--- src/design/pse_pkg.sv ---
`timescale 1ns / 1ps

package pse_pkg;

  localparam int STACK_DEPTH = 16;
  localparam int FRAC_BITS   = 16;

  localparam int IDX_W     = $clog2(STACK_DEPTH);
  localparam int CNT_W     = $clog2(STACK_DEPTH + 1);
  localparam int DIV_W     = 32 + FRAC_BITS;
  localparam int DIV_CNT_W = $clog2(DIV_W + 1);

  localparam logic [1:0] REQ_PUSH = 2'd0;
  localparam logic [1:0] REQ_OP   = 2'd1;
  localparam logic [1:0] REQ_END  = 2'd2;

  localparam logic [2:0] OP_ADD = 3'd0;
  localparam logic [2:0] OP_SUB = 3'd1;
  localparam logic [2:0] OP_MUL = 3'd2;
  localparam logic [2:0] OP_DIV = 3'd3;

  localparam logic [2:0] ST_OK         = 3'd0;
  localparam logic [2:0] ST_UNDERFLOW  = 3'd1;
  localparam logic [2:0] ST_OVERFLOW   = 3'd2;
  localparam logic [2:0] ST_UNKNOWN_OP = 3'd3;
  localparam logic [2:0] ST_LEFTOVER   = 3'd4;
  localparam logic [2:0] ST_SATURATED  = 3'd5;

  localparam logic signed [31:0] Q_MAX = 32'sh7FFF_FFFF;
  localparam logic signed [31:0] Q_MIN = 32'sh8000_0000;

  typedef struct packed {
    logic [1:0]         req_type;
    logic signed [31:0] value;
    logic [2:0]         op_code;
  } in_t;

  typedef struct packed {
    logic [2:0]         status;
    logic signed [31:0] answer;
    logic               expr_done;
  } out_t;

  typedef struct packed {
    logic cap;
    logic addsub;
    logic mul;
    logic mul_fix;
    logic div_init;
    logic div_step;
    logic div_fix;
    logic commit;
  } cmd_t;

  typedef struct packed {
    logic cnt_lt2;
    logic div_zero;
    logic div_last;
  } stat_t;

endpackage

--- src/design/pse_ctrl.sv ---
`timescale 1ns / 1ps

module pse_ctrl (
  input  logic           clk,
  input  logic           rst_n,
  input  logic           in_valid,
  input  logic [1:0]     in_req_type,
  input  logic [2:0]     in_op_code,
  output logic           in_ready,
  output logic           out_valid,
  input  logic           out_ready,
  input  pse_pkg::stat_t stat,
  output pse_pkg::cmd_t  cmd
);

  typedef enum logic [2:0] {
    S_IDLE,
    S_ADDSUB,
    S_MUL,
    S_MULFIX,
    S_DIVINIT,
    S_DIVRUN,
    S_DIVFIX,
    S_FIN
  } state_t;

  state_t state_r, state_nxt;
  logic   out_valid_r, out_valid_nxt;
  logic   out_free;
  logic   op_known;

  assign in_ready  = (state_r == S_IDLE);
  assign out_valid = out_valid_r;
  assign out_free  = !out_valid_r || out_ready;
  assign op_known  = in_op_code inside {pse_pkg::OP_ADD, pse_pkg::OP_SUB,
                                        pse_pkg::OP_MUL, pse_pkg::OP_DIV};

  always_comb begin
    cmd       = '0;
    state_nxt = state_r;
    case (state_r)
      S_IDLE: begin
        if (in_valid) begin
          cmd.cap = 1'b1;
          case (in_req_type)
            pse_pkg::REQ_PUSH, pse_pkg::REQ_END: state_nxt = S_FIN;
            pse_pkg::REQ_OP: begin
              if (!op_known || stat.cnt_lt2) begin
                state_nxt = S_FIN;
              end else begin
                case (in_op_code)
                  pse_pkg::OP_ADD, pse_pkg::OP_SUB: state_nxt = S_ADDSUB;
                  pse_pkg::OP_MUL:                  state_nxt = S_MUL;
                  default:                          state_nxt = S_DIVINIT;
                endcase
              end
            end
            default: state_nxt = S_IDLE;
          endcase
        end
      end
      S_ADDSUB: begin
        cmd.addsub = 1'b1;
        state_nxt  = S_FIN;
      end
      S_MUL: begin
        cmd.mul   = 1'b1;
        state_nxt = S_MULFIX;
      end
      S_MULFIX: begin
        cmd.mul_fix = 1'b1;
        state_nxt   = S_FIN;
      end
      S_DIVINIT: begin
        cmd.div_init = 1'b1;
        state_nxt    = stat.div_zero ? S_FIN : S_DIVRUN;
      end
      S_DIVRUN: begin
        cmd.div_step = 1'b1;
        if (stat.div_last) begin
          state_nxt = S_DIVFIX;
        end
      end
      S_DIVFIX: begin
        cmd.div_fix = 1'b1;
        state_nxt   = S_FIN;
      end
      S_FIN: begin
        if (out_free) begin
          cmd.commit = 1'b1;
          state_nxt  = S_IDLE;
        end
      end
      default: state_nxt = S_IDLE;
    endcase
  end

  always_comb begin
    if (cmd.commit) begin
      out_valid_nxt = 1'b1;
    end else if (out_ready) begin
      out_valid_nxt = 1'b0;
    end else begin
      out_valid_nxt = out_valid_r;
    end
  end

  always_ff @(posedge clk) begin
    if (!rst_n) begin
      state_r     <= S_IDLE;
      out_valid_r <= 1'b0;
    end else begin
      state_r     <= state_nxt;
      out_valid_r <= out_valid_nxt;
    end
  end

  a_commit_shows: assert property (@(posedge clk) disable iff (!rst_n)
    cmd.commit |=> out_valid_r)
    else $error("committed result not presented");

  a_fin_holds: assert property (@(posedge clk) disable iff (!rst_n)
    (state_r == S_FIN && out_valid_r && !out_ready) |=> (state_r == S_FIN))
    else $error("result committed over a pending transfer");

  a_div_runs: assert property (@(posedge clk) disable iff (!rst_n)
    (state_r == S_DIVRUN && !stat.div_last) |=> (state_r == S_DIVRUN))
    else $error("divide left early");

endmodule

--- src/design/pse_datapath.sv ---
`timescale 1ns / 1ps

module pse_datapath (
  input  logic           clk,
  input  logic           rst_n,
  input  pse_pkg::in_t   in_data,
  input  pse_pkg::cmd_t  cmd,
  output pse_pkg::stat_t stat,
  output pse_pkg::out_t  out_data
);

  localparam int IDX_W     = pse_pkg::IDX_W;
  localparam int CNT_W     = pse_pkg::CNT_W;
  localparam int DIV_W     = pse_pkg::DIV_W;
  localparam int DIV_CNT_W = pse_pkg::DIV_CNT_W;

  logic [31:0]        stack_mem [pse_pkg::STACK_DEPTH];
  logic signed [31:0] rd_a_r, rd_b_r;
  pse_pkg::in_t       tok_r;
  logic [CNT_W-1:0]   cnt_r, cnt_nxt;
  logic [2:0]         err_r, err_nxt;
  logic signed [31:0] res_r;
  logic               sat_r;
  logic signed [63:0] prod_r;
  pse_pkg::out_t      out_r;

  logic [DIV_W-1:0]     dvd_r;
  logic [31:0]          dvs_r, rem_r;
  logic                 neg_r;
  logic [DIV_CNT_W-1:0] div_cnt_r;

  logic [CNT_W-1:0]   cnt_m1, cnt_m2;
  logic               full;
  logic               op_known;
  logic signed [32:0] sum;
  logic signed [63:0] sh;
  logic [31:0]        a_mag, b_mag;
  logic [32:0]        shifted, diff;
  logic               ge;

  logic               wr_en;
  logic [IDX_W-1:0]   wr_idx;
  logic [31:0]        wr_data;
  logic [2:0]         code, status;
  logic signed [31:0] ans;
  logic               done;

  assign cnt_m1   = cnt_r - CNT_W'(1);
  assign cnt_m2   = cnt_r - CNT_W'(2);
  assign full     = (cnt_r == CNT_W'(pse_pkg::STACK_DEPTH));
  assign op_known = tok_r.op_code inside {pse_pkg::OP_ADD, pse_pkg::OP_SUB,
                                          pse_pkg::OP_MUL, pse_pkg::OP_DIV};

  assign stat.cnt_lt2  = (cnt_r < CNT_W'(2));
  assign stat.div_zero = (rd_a_r == 32'sd0);
  assign stat.div_last = (div_cnt_r == DIV_CNT_W'(1));

  assign sum = (tok_r.op_code == pse_pkg::OP_SUB) ?
               ({rd_b_r[31], rd_b_r} - {rd_a_r[31], rd_a_r}) :
               ({rd_b_r[31], rd_b_r} + {rd_a_r[31], rd_a_r});
  assign sh  = prod_r >>> pse_pkg::FRAC_BITS;

  assign a_mag = rd_b_r[31] ? (~rd_b_r + 32'd1) : rd_b_r;
  assign b_mag = rd_a_r[31] ? (~rd_a_r + 32'd1) : rd_a_r;

  assign shifted = {rem_r, dvd_r[DIV_W-1]};
  assign diff    = shifted - {1'b0, dvs_r};
  assign ge      = (shifted >= {1'b0, dvs_r});

  always_comb begin
    code    = pse_pkg::ST_OK;
    ans     = 32'sd0;
    wr_en   = 1'b0;
    wr_idx  = cnt_r[IDX_W-1:0];
    wr_data = tok_r.value;
    cnt_nxt = cnt_r;
    done    = 1'b0;
    case (tok_r.req_type)
      pse_pkg::REQ_PUSH: begin
        ans = tok_r.value;
        if (full) begin
          code = pse_pkg::ST_OVERFLOW;
        end else begin
          wr_en   = 1'b1;
          cnt_nxt = cnt_r + CNT_W'(1);
        end
      end
      pse_pkg::REQ_OP: begin
        if (!op_known) begin
          code = pse_pkg::ST_UNKNOWN_OP;
        end else if (stat.cnt_lt2) begin
          code = pse_pkg::ST_UNDERFLOW;
        end else begin
          ans     = res_r;
          wr_en   = 1'b1;
          wr_idx  = cnt_m2[IDX_W-1:0];
          wr_data = res_r;
          cnt_nxt = cnt_m1;
          if (sat_r) begin
            code = pse_pkg::ST_SATURATED;
          end
        end
      end
      pse_pkg::REQ_END: begin
        done    = 1'b1;
        cnt_nxt = '0;
        if (cnt_r == '0) begin
          code = pse_pkg::ST_UNDERFLOW;
        end else begin
          ans = rd_a_r;
          if (cnt_r > CNT_W'(1)) begin
            code = pse_pkg::ST_LEFTOVER;
          end
        end
      end
      default: ;
    endcase
    status  = (err_r != pse_pkg::ST_OK) ? err_r : code;
    err_nxt = done ? pse_pkg::ST_OK : status;
  end

  always_ff @(posedge clk) begin
    if (cmd.commit && wr_en) begin
      stack_mem[wr_idx] <= wr_data;
    end
    rd_a_r <= stack_mem[cnt_m1[IDX_W-1:0]];
    rd_b_r <= stack_mem[cnt_m2[IDX_W-1:0]];
  end

  always_ff @(posedge clk) begin
    if (!rst_n) begin
      cnt_r <= '0;
      err_r <= pse_pkg::ST_OK;
    end else if (cmd.commit) begin
      cnt_r <= cnt_nxt;
      err_r <= err_nxt;
    end
  end

  always_ff @(posedge clk) begin
    if (cmd.cap) begin
      tok_r <= in_data;
    end
    if (cmd.commit) begin
      out_r.status    <= status;
      out_r.answer    <= ans;
      out_r.expr_done <= done;
    end
    if (cmd.addsub) begin
      sat_r <= (sum[32] != sum[31]);
      res_r <= (sum[32] != sum[31]) ? (sum[32] ? pse_pkg::Q_MIN : pse_pkg::Q_MAX)
                                    : sum[31:0];
    end
    if (cmd.mul) begin
      prod_r <= rd_b_r * rd_a_r;
    end
    if (cmd.mul_fix) begin
      if (sh > 64'(pse_pkg::Q_MAX)) begin
        sat_r <= 1'b1;
        res_r <= pse_pkg::Q_MAX;
      end else if (sh < 64'(pse_pkg::Q_MIN)) begin
        sat_r <= 1'b1;
        res_r <= pse_pkg::Q_MIN;
      end else begin
        sat_r <= 1'b0;
        res_r <= sh[31:0];
      end
    end
    if (cmd.div_init) begin
      dvd_r     <= DIV_W'(a_mag) << pse_pkg::FRAC_BITS;
      dvs_r     <= b_mag;
      rem_r     <= '0;
      neg_r     <= rd_b_r[31] ^ rd_a_r[31];
      div_cnt_r <= DIV_CNT_W'(DIV_W);
      sat_r     <= 1'b1;
      res_r     <= rd_b_r[31] ? pse_pkg::Q_MIN : pse_pkg::Q_MAX;
    end
    if (cmd.div_step) begin
      rem_r     <= ge ? diff[31:0] : shifted[31:0];
      dvd_r     <= {dvd_r[DIV_W-2:0], ge};
      div_cnt_r <= div_cnt_r - DIV_CNT_W'(1);
    end
    if (cmd.div_fix) begin
      if (!neg_r && dvd_r > DIV_W'(32'h7FFF_FFFF)) begin
        sat_r <= 1'b1;
        res_r <= pse_pkg::Q_MAX;
      end else if (neg_r && dvd_r > DIV_W'(33'h0_8000_0000)) begin
        sat_r <= 1'b1;
        res_r <= pse_pkg::Q_MIN;
      end else begin
        sat_r <= 1'b0;
        res_r <= neg_r ? (~dvd_r[31:0] + 32'd1) : dvd_r[31:0];
      end
    end
  end

  assign out_data = out_r;

  a_end_clears: assert property (@(posedge clk) disable iff (!rst_n)
    (cmd.commit && tok_r.req_type == pse_pkg::REQ_END)
      |=> (cnt_r == '0 && err_r == pse_pkg::ST_OK))
    else $error("end token left stack or error behind");

  a_cnt_bound: assert property (@(posedge clk) disable iff (!rst_n)
    cnt_r <= CNT_W'(pse_pkg::STACK_DEPTH))
    else $error("stack count beyond depth");

endmodule

--- src/design/postfix_stack_evaluator_core.sv ---
`timescale 1ns / 1ps

// Postfix evaluator over signed Q16.16 tokens: push, operator (+ - * /) and
// end. Each token gives one result carrying the sticky status, the value
// pushed or computed (or the final answer on end), and expr_done on end;
// a req_type of 3 is taken and dropped with no result. One token is in work
// at a time. Push, end, unknown operator and underflow go from idle to the
// finish state; add and subtract pass through an add/subtract state,
// multiply through multiply and product-fix states, and divide through an
// init state, the divider and a fix state. The divider produces one
// quotient bit per cycle; a divide by zero skips it. The result register
// lets the next token transfer in while a result waits on out_ready.

module postfix_stack_evaluator_core (
  input  logic          clk,
  input  logic          rst_n,
  input  logic          in_valid,
  output logic          in_ready,
  input  pse_pkg::in_t  in_data,
  output logic          out_valid,
  input  logic          out_ready,
  output pse_pkg::out_t out_data
);

  pse_pkg::cmd_t  cmd;
  pse_pkg::stat_t stat;

  pse_ctrl u_ctrl (
    .clk         (clk),
    .rst_n       (rst_n),
    .in_valid    (in_valid),
    .in_req_type (in_data.req_type),
    .in_op_code  (in_data.op_code),
    .in_ready    (in_ready),
    .out_valid   (out_valid),
    .out_ready   (out_ready),
    .stat        (stat),
    .cmd         (cmd)
  );

  pse_datapath u_datapath (
    .clk      (clk),
    .rst_n    (rst_n),
    .in_data  (in_data),
    .cmd      (cmd),
    .stat     (stat),
    .out_data (out_data)
  );

endmodule

--- config.mk ---
export PLATFORM = sky130hd
export DESIGN_NAME = postfix_stack_evaluator_core
export DESIGN_NICKNAME = d
export VERILOG_FILES = /design/src/design/pse_pkg.sv /design/src/design/pse_ctrl.sv /design/src/design/pse_datapath.sv /design/src/design/postfix_stack_evaluator_core.sv
export SDC_FILE = /design/constraint.sdc
export NUM_CORES = 2
export LEC_CHECK = 0
export BUFFER_PORTS_ARGS = -buffer_cell sky130_fd_sc_hd__buf_2
export CAP_MARGIN = 40
export CORE_UTILIZATION = 45
export CTS_BUF_LIST = sky130_fd_sc_hd__clkbuf_4 sky130_fd_sc_hd__clkbuf_8
export DETAILED_ROUTE_END_ITERATION = 10
export PLACE_DENSITY_LB_ADDON = 0.25
export SLEW_MARGIN = 25
export SYNTH_ARGS = -nofsm -noshare
export SYNTH_HDL_FRONTEND = slang
export SYNTH_SLANG_ARGS = --single-unit
--- constraint.sdc ---
create_clock -name clk -period 11 [get_ports clk]
set_input_delay 3.3 -clock clk [delete_from_list [all_inputs] [get_ports clk]]
set_output_delay 3.3 -clock clk [all_outputs]
set_load 0.05 [all_outputs]
# ---- Yosys cells after proc, flatten, opt, wreduce, memory -nomap -nowiden
# Memory sizes are Yosys's and may differ from the RTL's. A register that Yosys moved wholly into a read port is not among the register bits.
# Cells that the tools add are included.
dict set report word_totals {
  input_bits 41
  mem_count 1
  out_inout_bits 38
  mem_bits_rw 512
  register_bits 301
}
# name words word_bits rd rd_clocked_by_memory_dff wr line
set memory_table {}
lappend memory_table {u_datapath.stack_mem 16 32 2 2 1 pse_datapath.sv:17} ;# logic [31:0] stack_mem [pse_pkg::STACK_DEPTH];
dict set report op_classes {
  n_addsub 10
  magnitude_cmp 7
  mux 80
  multipliers 1
  n_eq_ne 26
  n_bitwise 4
  n_reduce_logical 27
}
# cell n
set op_table {}
lappend op_table {{two-way mux 32 bit} 22}
lappend op_table {{adder 32 x 1 -> 32 bit, second input constant} 3}
lappend op_table {{greater-than comparator 48 x 32 -> 1 bit, second input constant} 2}
lappend op_table {{two-way mux 48 bit} 2}
lappend op_table {{inverter 32 bit} 3}
lappend op_table {{case mux 32 bit (3 select lines)} 1}
lappend op_table {{multiplier 32 x 32 -> 64 bit} 1}
lappend op_table {{greater-than comparator 48 x 31 -> 1 bit, second input constant} 1}
lappend op_table {{< comparator 48 x 32 -> 1 bit, second input constant} 1}
lappend op_table {{adder 32 x 32 -> 33 bit} 1}
lappend op_table {{greater-or-equal comparator 33 x 32 -> 1 bit} 1}
lappend op_table {{two-way mux 3 bit} 11}
lappend op_table {{two-way mux 33 bit} 1}
lappend op_table {{subtractor 32 x 32 -> 33 bit} 1}
lappend op_table {{zero test 32 bit} 1}
lappend op_table {{subtractor 32 bit} 1}
lappend op_table {{two-way mux 31 bit} 1}
lappend op_table {{two-way mux 1 bit} 26}
lappend op_table {{== test 3 x 2 -> 1 bit, second input constant} 6}
lappend op_table {{case mux 3 bit (6 select lines)} 1}
lappend op_table {{two-way mux 5 bit} 3}
lappend op_table {{case mux 5 bit (3 select lines)} 1}
lappend op_table {{== test 3 bit, second input constant} 4}
lappend op_table {{two-way mux 4 bit} 3}
lappend op_table {{other kinds (33)} 57}

# ---- Logic depth before layout (Yosys ltp)
dict set report logic_depth {
  ltp_word 8
  mapped_depth 30
  depth_no_buf 28
}

# ---- Hierarchy
# A second synthesis with hierarchy kept.
dict set report hier_totals {
  cells_unflattened 6695
  hier_area_um2 78109.9
}
# module cells_each seq_area_each_um2 n_inst area_per_inst_um2
set by_module_without_submodules {}
lappend by_module_without_submodules {pse_datapath 6647 25014.0 1 77770.8}
lappend by_module_without_submodules {pse_ctrl 48 80.1 1 339.1}

# ---- Least setup slack after synthesis
# No wires, ideal clock.
dict set report synth_timing {
  path_type {flip-flop to flip-flop}
  from {register u_datapath.rd_b_r[31], read port of u_datapath.stack_mem}
  to {register u_datapath.prod_r[63] (data pin)}
  t_arrival_ps 8144
  n_path_buf 4
  path_stages_with_launch 30
  required_time_ps 10740
  setup_slack_ps 2596
  setup_ps 260
  path_cell_list {dfxtp_1 > clkbuf_1 > clkbuf_1 > buf_1 > nand2_1 > inv_1 > fa_1 > inv_1 > fa_1 > inv_1 > fa_1 > fa_1 > inv_1 > fa_1 > inv_1 > fa_1 > fa_1 > fa_1 > ha_1 > clkbuf_1 > a21o_1 > a21o_1 > a21oi_1 > o21ai_0 > a221oi_1 > o21ai_0 > a21o_1 > a21o_1 > a31oi_1 > xnor2_1}
}
dict set report synth_between {
  elab_chain_cells 1
}
# element line
set synth_rtl {}
lappend synth_rtl {{start: declaration} pse_datapath.sv:18} ;# logic signed [31:0] rd_a_r, rd_b_r;
lappend synth_rtl {{multiplier 32 x 32 -> 64 bit} pse_datapath.sv:155} ;# prod_r <= rd_b_r * rd_a_r;
lappend synth_rtl {{end signal: assignment} pse_datapath.sv:155}
lappend synth_rtl {{end: declaration} pse_datapath.sv:24} ;# logic signed [63:0] prod_r;
# Every way passes these cells.
# A chain may end at the register's enable or synchronous reset.

# ---- Worst setup path after layout
# Same ends and word-level chain as after synthesis.

==> reports/metrics.yaml <==
use_met3: 0.0543
clock.fmax_mhz: 102
nets: 8047
holdWs_ns: 0.527
grt_use_total: 0.282
fp.dieW_um: 418
cts_resized: 0
gr-usage-met1: 0.353
post_cts_buffers: 0
finalHoldViolCount: 0
grt_max_degree: 58
slew_headroom: 0.367
grt.busiest_layer: "met2"
status: "complete, no violations"
wl_um: 241000
via_per_inst: 5.77
arrival_ns: 10.44
initial_core_util: 0.454
grt_pass1_vias: 55600
cts_root_buffer: "clkbuf_8"
port_buffers: 78
layout_common_cells: "fa_1 (1083), inv_1 (1055), edfxtp_1 (785)"
final_max_slew_viol_count: 0
detail_route.wl_per_cell_um: 26.5
cts.path.max_buffers: 3
seq_area_um2: 25100
final_core_util: 0.494
slowest_stage: "fa_1"
synth_cells: 6669
worst_slew_pin_slew_ns: 0.950
gp_congestion: 0.991
crit_family: "adder cells"
critical_path.max_fanout: 27
synthTopCellsByArea: "edfxtp_1 (30%), fa_1 (28%), mux4_2 (9.2%), inv_1 (5.1%), ha_1 (4.2%)"
dr.first_iter.drc_count: 5262
placementRows: 152
synth-seq-cells: 861
synthFlopType: "edfxtp_1"
async_flop_share: 0
yosysTopAreaCell: "edfxtp_1"
area_growth_pct: 8.83
synth.net_count: 8054
via_count: 52500
dp_hpwl_um: 176000
coreArea_um2: 172000
synth-edff-count: 785
synth_area_um2: 77900
dr.pass1.iters: 7
min_period_ns: 9.83
antenna_found_initial: 14
cpMostUsedCell: "fa_1"
rsz0062_at_grt: "no"
post_synth_num_cell_types: 75
slowest_delay_ns: 1.18
ctsHoldBuffers: 0
cts_tree: "done"
worstPathRequired_ns: 11.62
finalCritPeriodShare: 0.893
path_class: "reg -> reg"
yosysSeqAreaShare: 0.322
yosys_warnings: 0
final_common_cell: "fa_1"
die_height_um: 418
setup_viol: 0
layout-drive-gt1-share: 0.136
tns_ns: 0
path_cells: "inv_1, nor2_1, ha_1, fa_1, fa_1, fa_1, inv_1, fa_1, inv_1, fa_1, fa_1, fa_1, ha_1, a21o_1, a21o_1, a21oi_1, o21ai_0, a221oi_1, o21ai_0, a21o_1, a21o_1, a31oi_1, xnor2_1"
end_kind: "register"
crit_path_start_kind: "register"
numCtsBuffers: 144
htreeDepth: 4
clkLatencyLatePin_ns: 0.91
grt_pass1_wl_um: 359000
maxCapViolCount: 0
drc: 0
design_area_um2: 84800
grt_overflow: 0
io_pins: 79
hp-class: "reg -> reg"
placed_cell_area_um2: 81400
avgSynthCellArea_um2: 11.7
die_area_um2: 175000
path_clk_slew_ns: 0.07
cts_num_sinks: 861
fillers: 15300
skew_ns: 0.0574
path_buf_inv: 3
ant_nets: 0
multi_input_area_um2: 47500
use_met2: 0.453
synthDominantCellAreaShare: 0.303
[worst reg2reg max path, stage by stage, from the launching register on]
cell and delay, ns:
dfxtp_2 0.83, inv_1 0.49, nor2_1 0.60, ha_1 0.41, fa_1 0.60, fa_1 0.71, fa_1 1.19, inv_1 0.42
fa_1 0.58, inv_1 0.05, fa_1 0.55, fa_1 0.44, fa_1 0.47, ha_1 0.39, a21o_1 0.22, a21o_1 0.18
a21oi_1 0.24, o21ai_0 0.17, a221oi_1 0.30, o21ai_0 0.12, a21o_1 0.18, a21o_1 0.18, a31oi_1 0.18, xnor2_1 0.08
[per-layer routing]
metal	part of all wire	vias to the layer above
met1	0.37	27400
li1	-	22000
met3	0.086	578
met4	0.070	14
met2	0.47	2555
met5	0.00037	-
[cell type report]
type | count | area share
multi-input cells | 4346 | 0.560
flip-flops and latches | 861 | 0.296
inverters | 1056 | 0.0467
well taps | 2310 | 0.0341
clock buffers | 207 | 0.0301
repair buffers | 253 | 0.0251
clock inverters | 56 | 0.00702
diodes | 5 | 0.000148
[sequential cells by signal, indices dropped and copies added, names as in the netlist, 36 cells and up]
register,count
u_datapath.dvd_r,48
u_datapath.out_data,36
u_datapath.prod_r,48
u_datapath.stack_mem,512
u_datapath.tok_r,37
[kinds of logic after synthesis]
kind of cell / synth area share
xor gates and xnor gates: 0.0267
buffers and inverters: 0.0710
muxes: 0.0954
DFF: 0.322
adders and majority gates: 0.320
and+or+nand+nor: 0.110
AOI/OAI and AO/OA: 0.0547
[synth_stat cells, types with 26 or more instances]
library cell / count
nand3_1: 42
xnor2_1: 144
clkbuf_1: 340
edfxtp_1: 785
a22oi_1: 34
dfxtp_1: 76
fa_1: 1083
mux4_2: 320
or3_1: 34
a21o_1: 53
ha_1: 261
buf_1: 54
inv_1: 1056
nor3_1: 31
nand4_1: 26
nand2_1: 778
a21oi_1: 217
o31ai_1: 45
nor2_1: 212
nor2b_1: 27
xor2_1: 92
o21ai_0: 126
and2_1: 516
[per-stage QoR]
step | setup WS [ns] | std cells
global route | 0.811 | 9091
CTS | 1.21 | 9081
finish | 1.17 | 9094
floorplan | 2.60 | 6669
detailed placement | 1.22 | 8818
global placement | 1.27 | 8795
[final timing paths]
check	from	to	slack (ns)	cells past startpoint
worst min-delay path	u_datapath.err_r[0]	u_datapath.err_r[0]	0.53	2
worst max register to register	u_datapath.rd_b_r[31]	u_datapath.prod_r[63]	1.17	23
worst min register to register	u_datapath.err_r[0]	u_datapath.err_r[0]	0.53	2
worst max-delay path	u_datapath.rd_b_r[31]	u_datapath.prod_r[63]	1.17	23
Power is left out: the tool's default activity adds up to more than one toggle a clock period on the data nets, which glitch-free logic cannot reach.
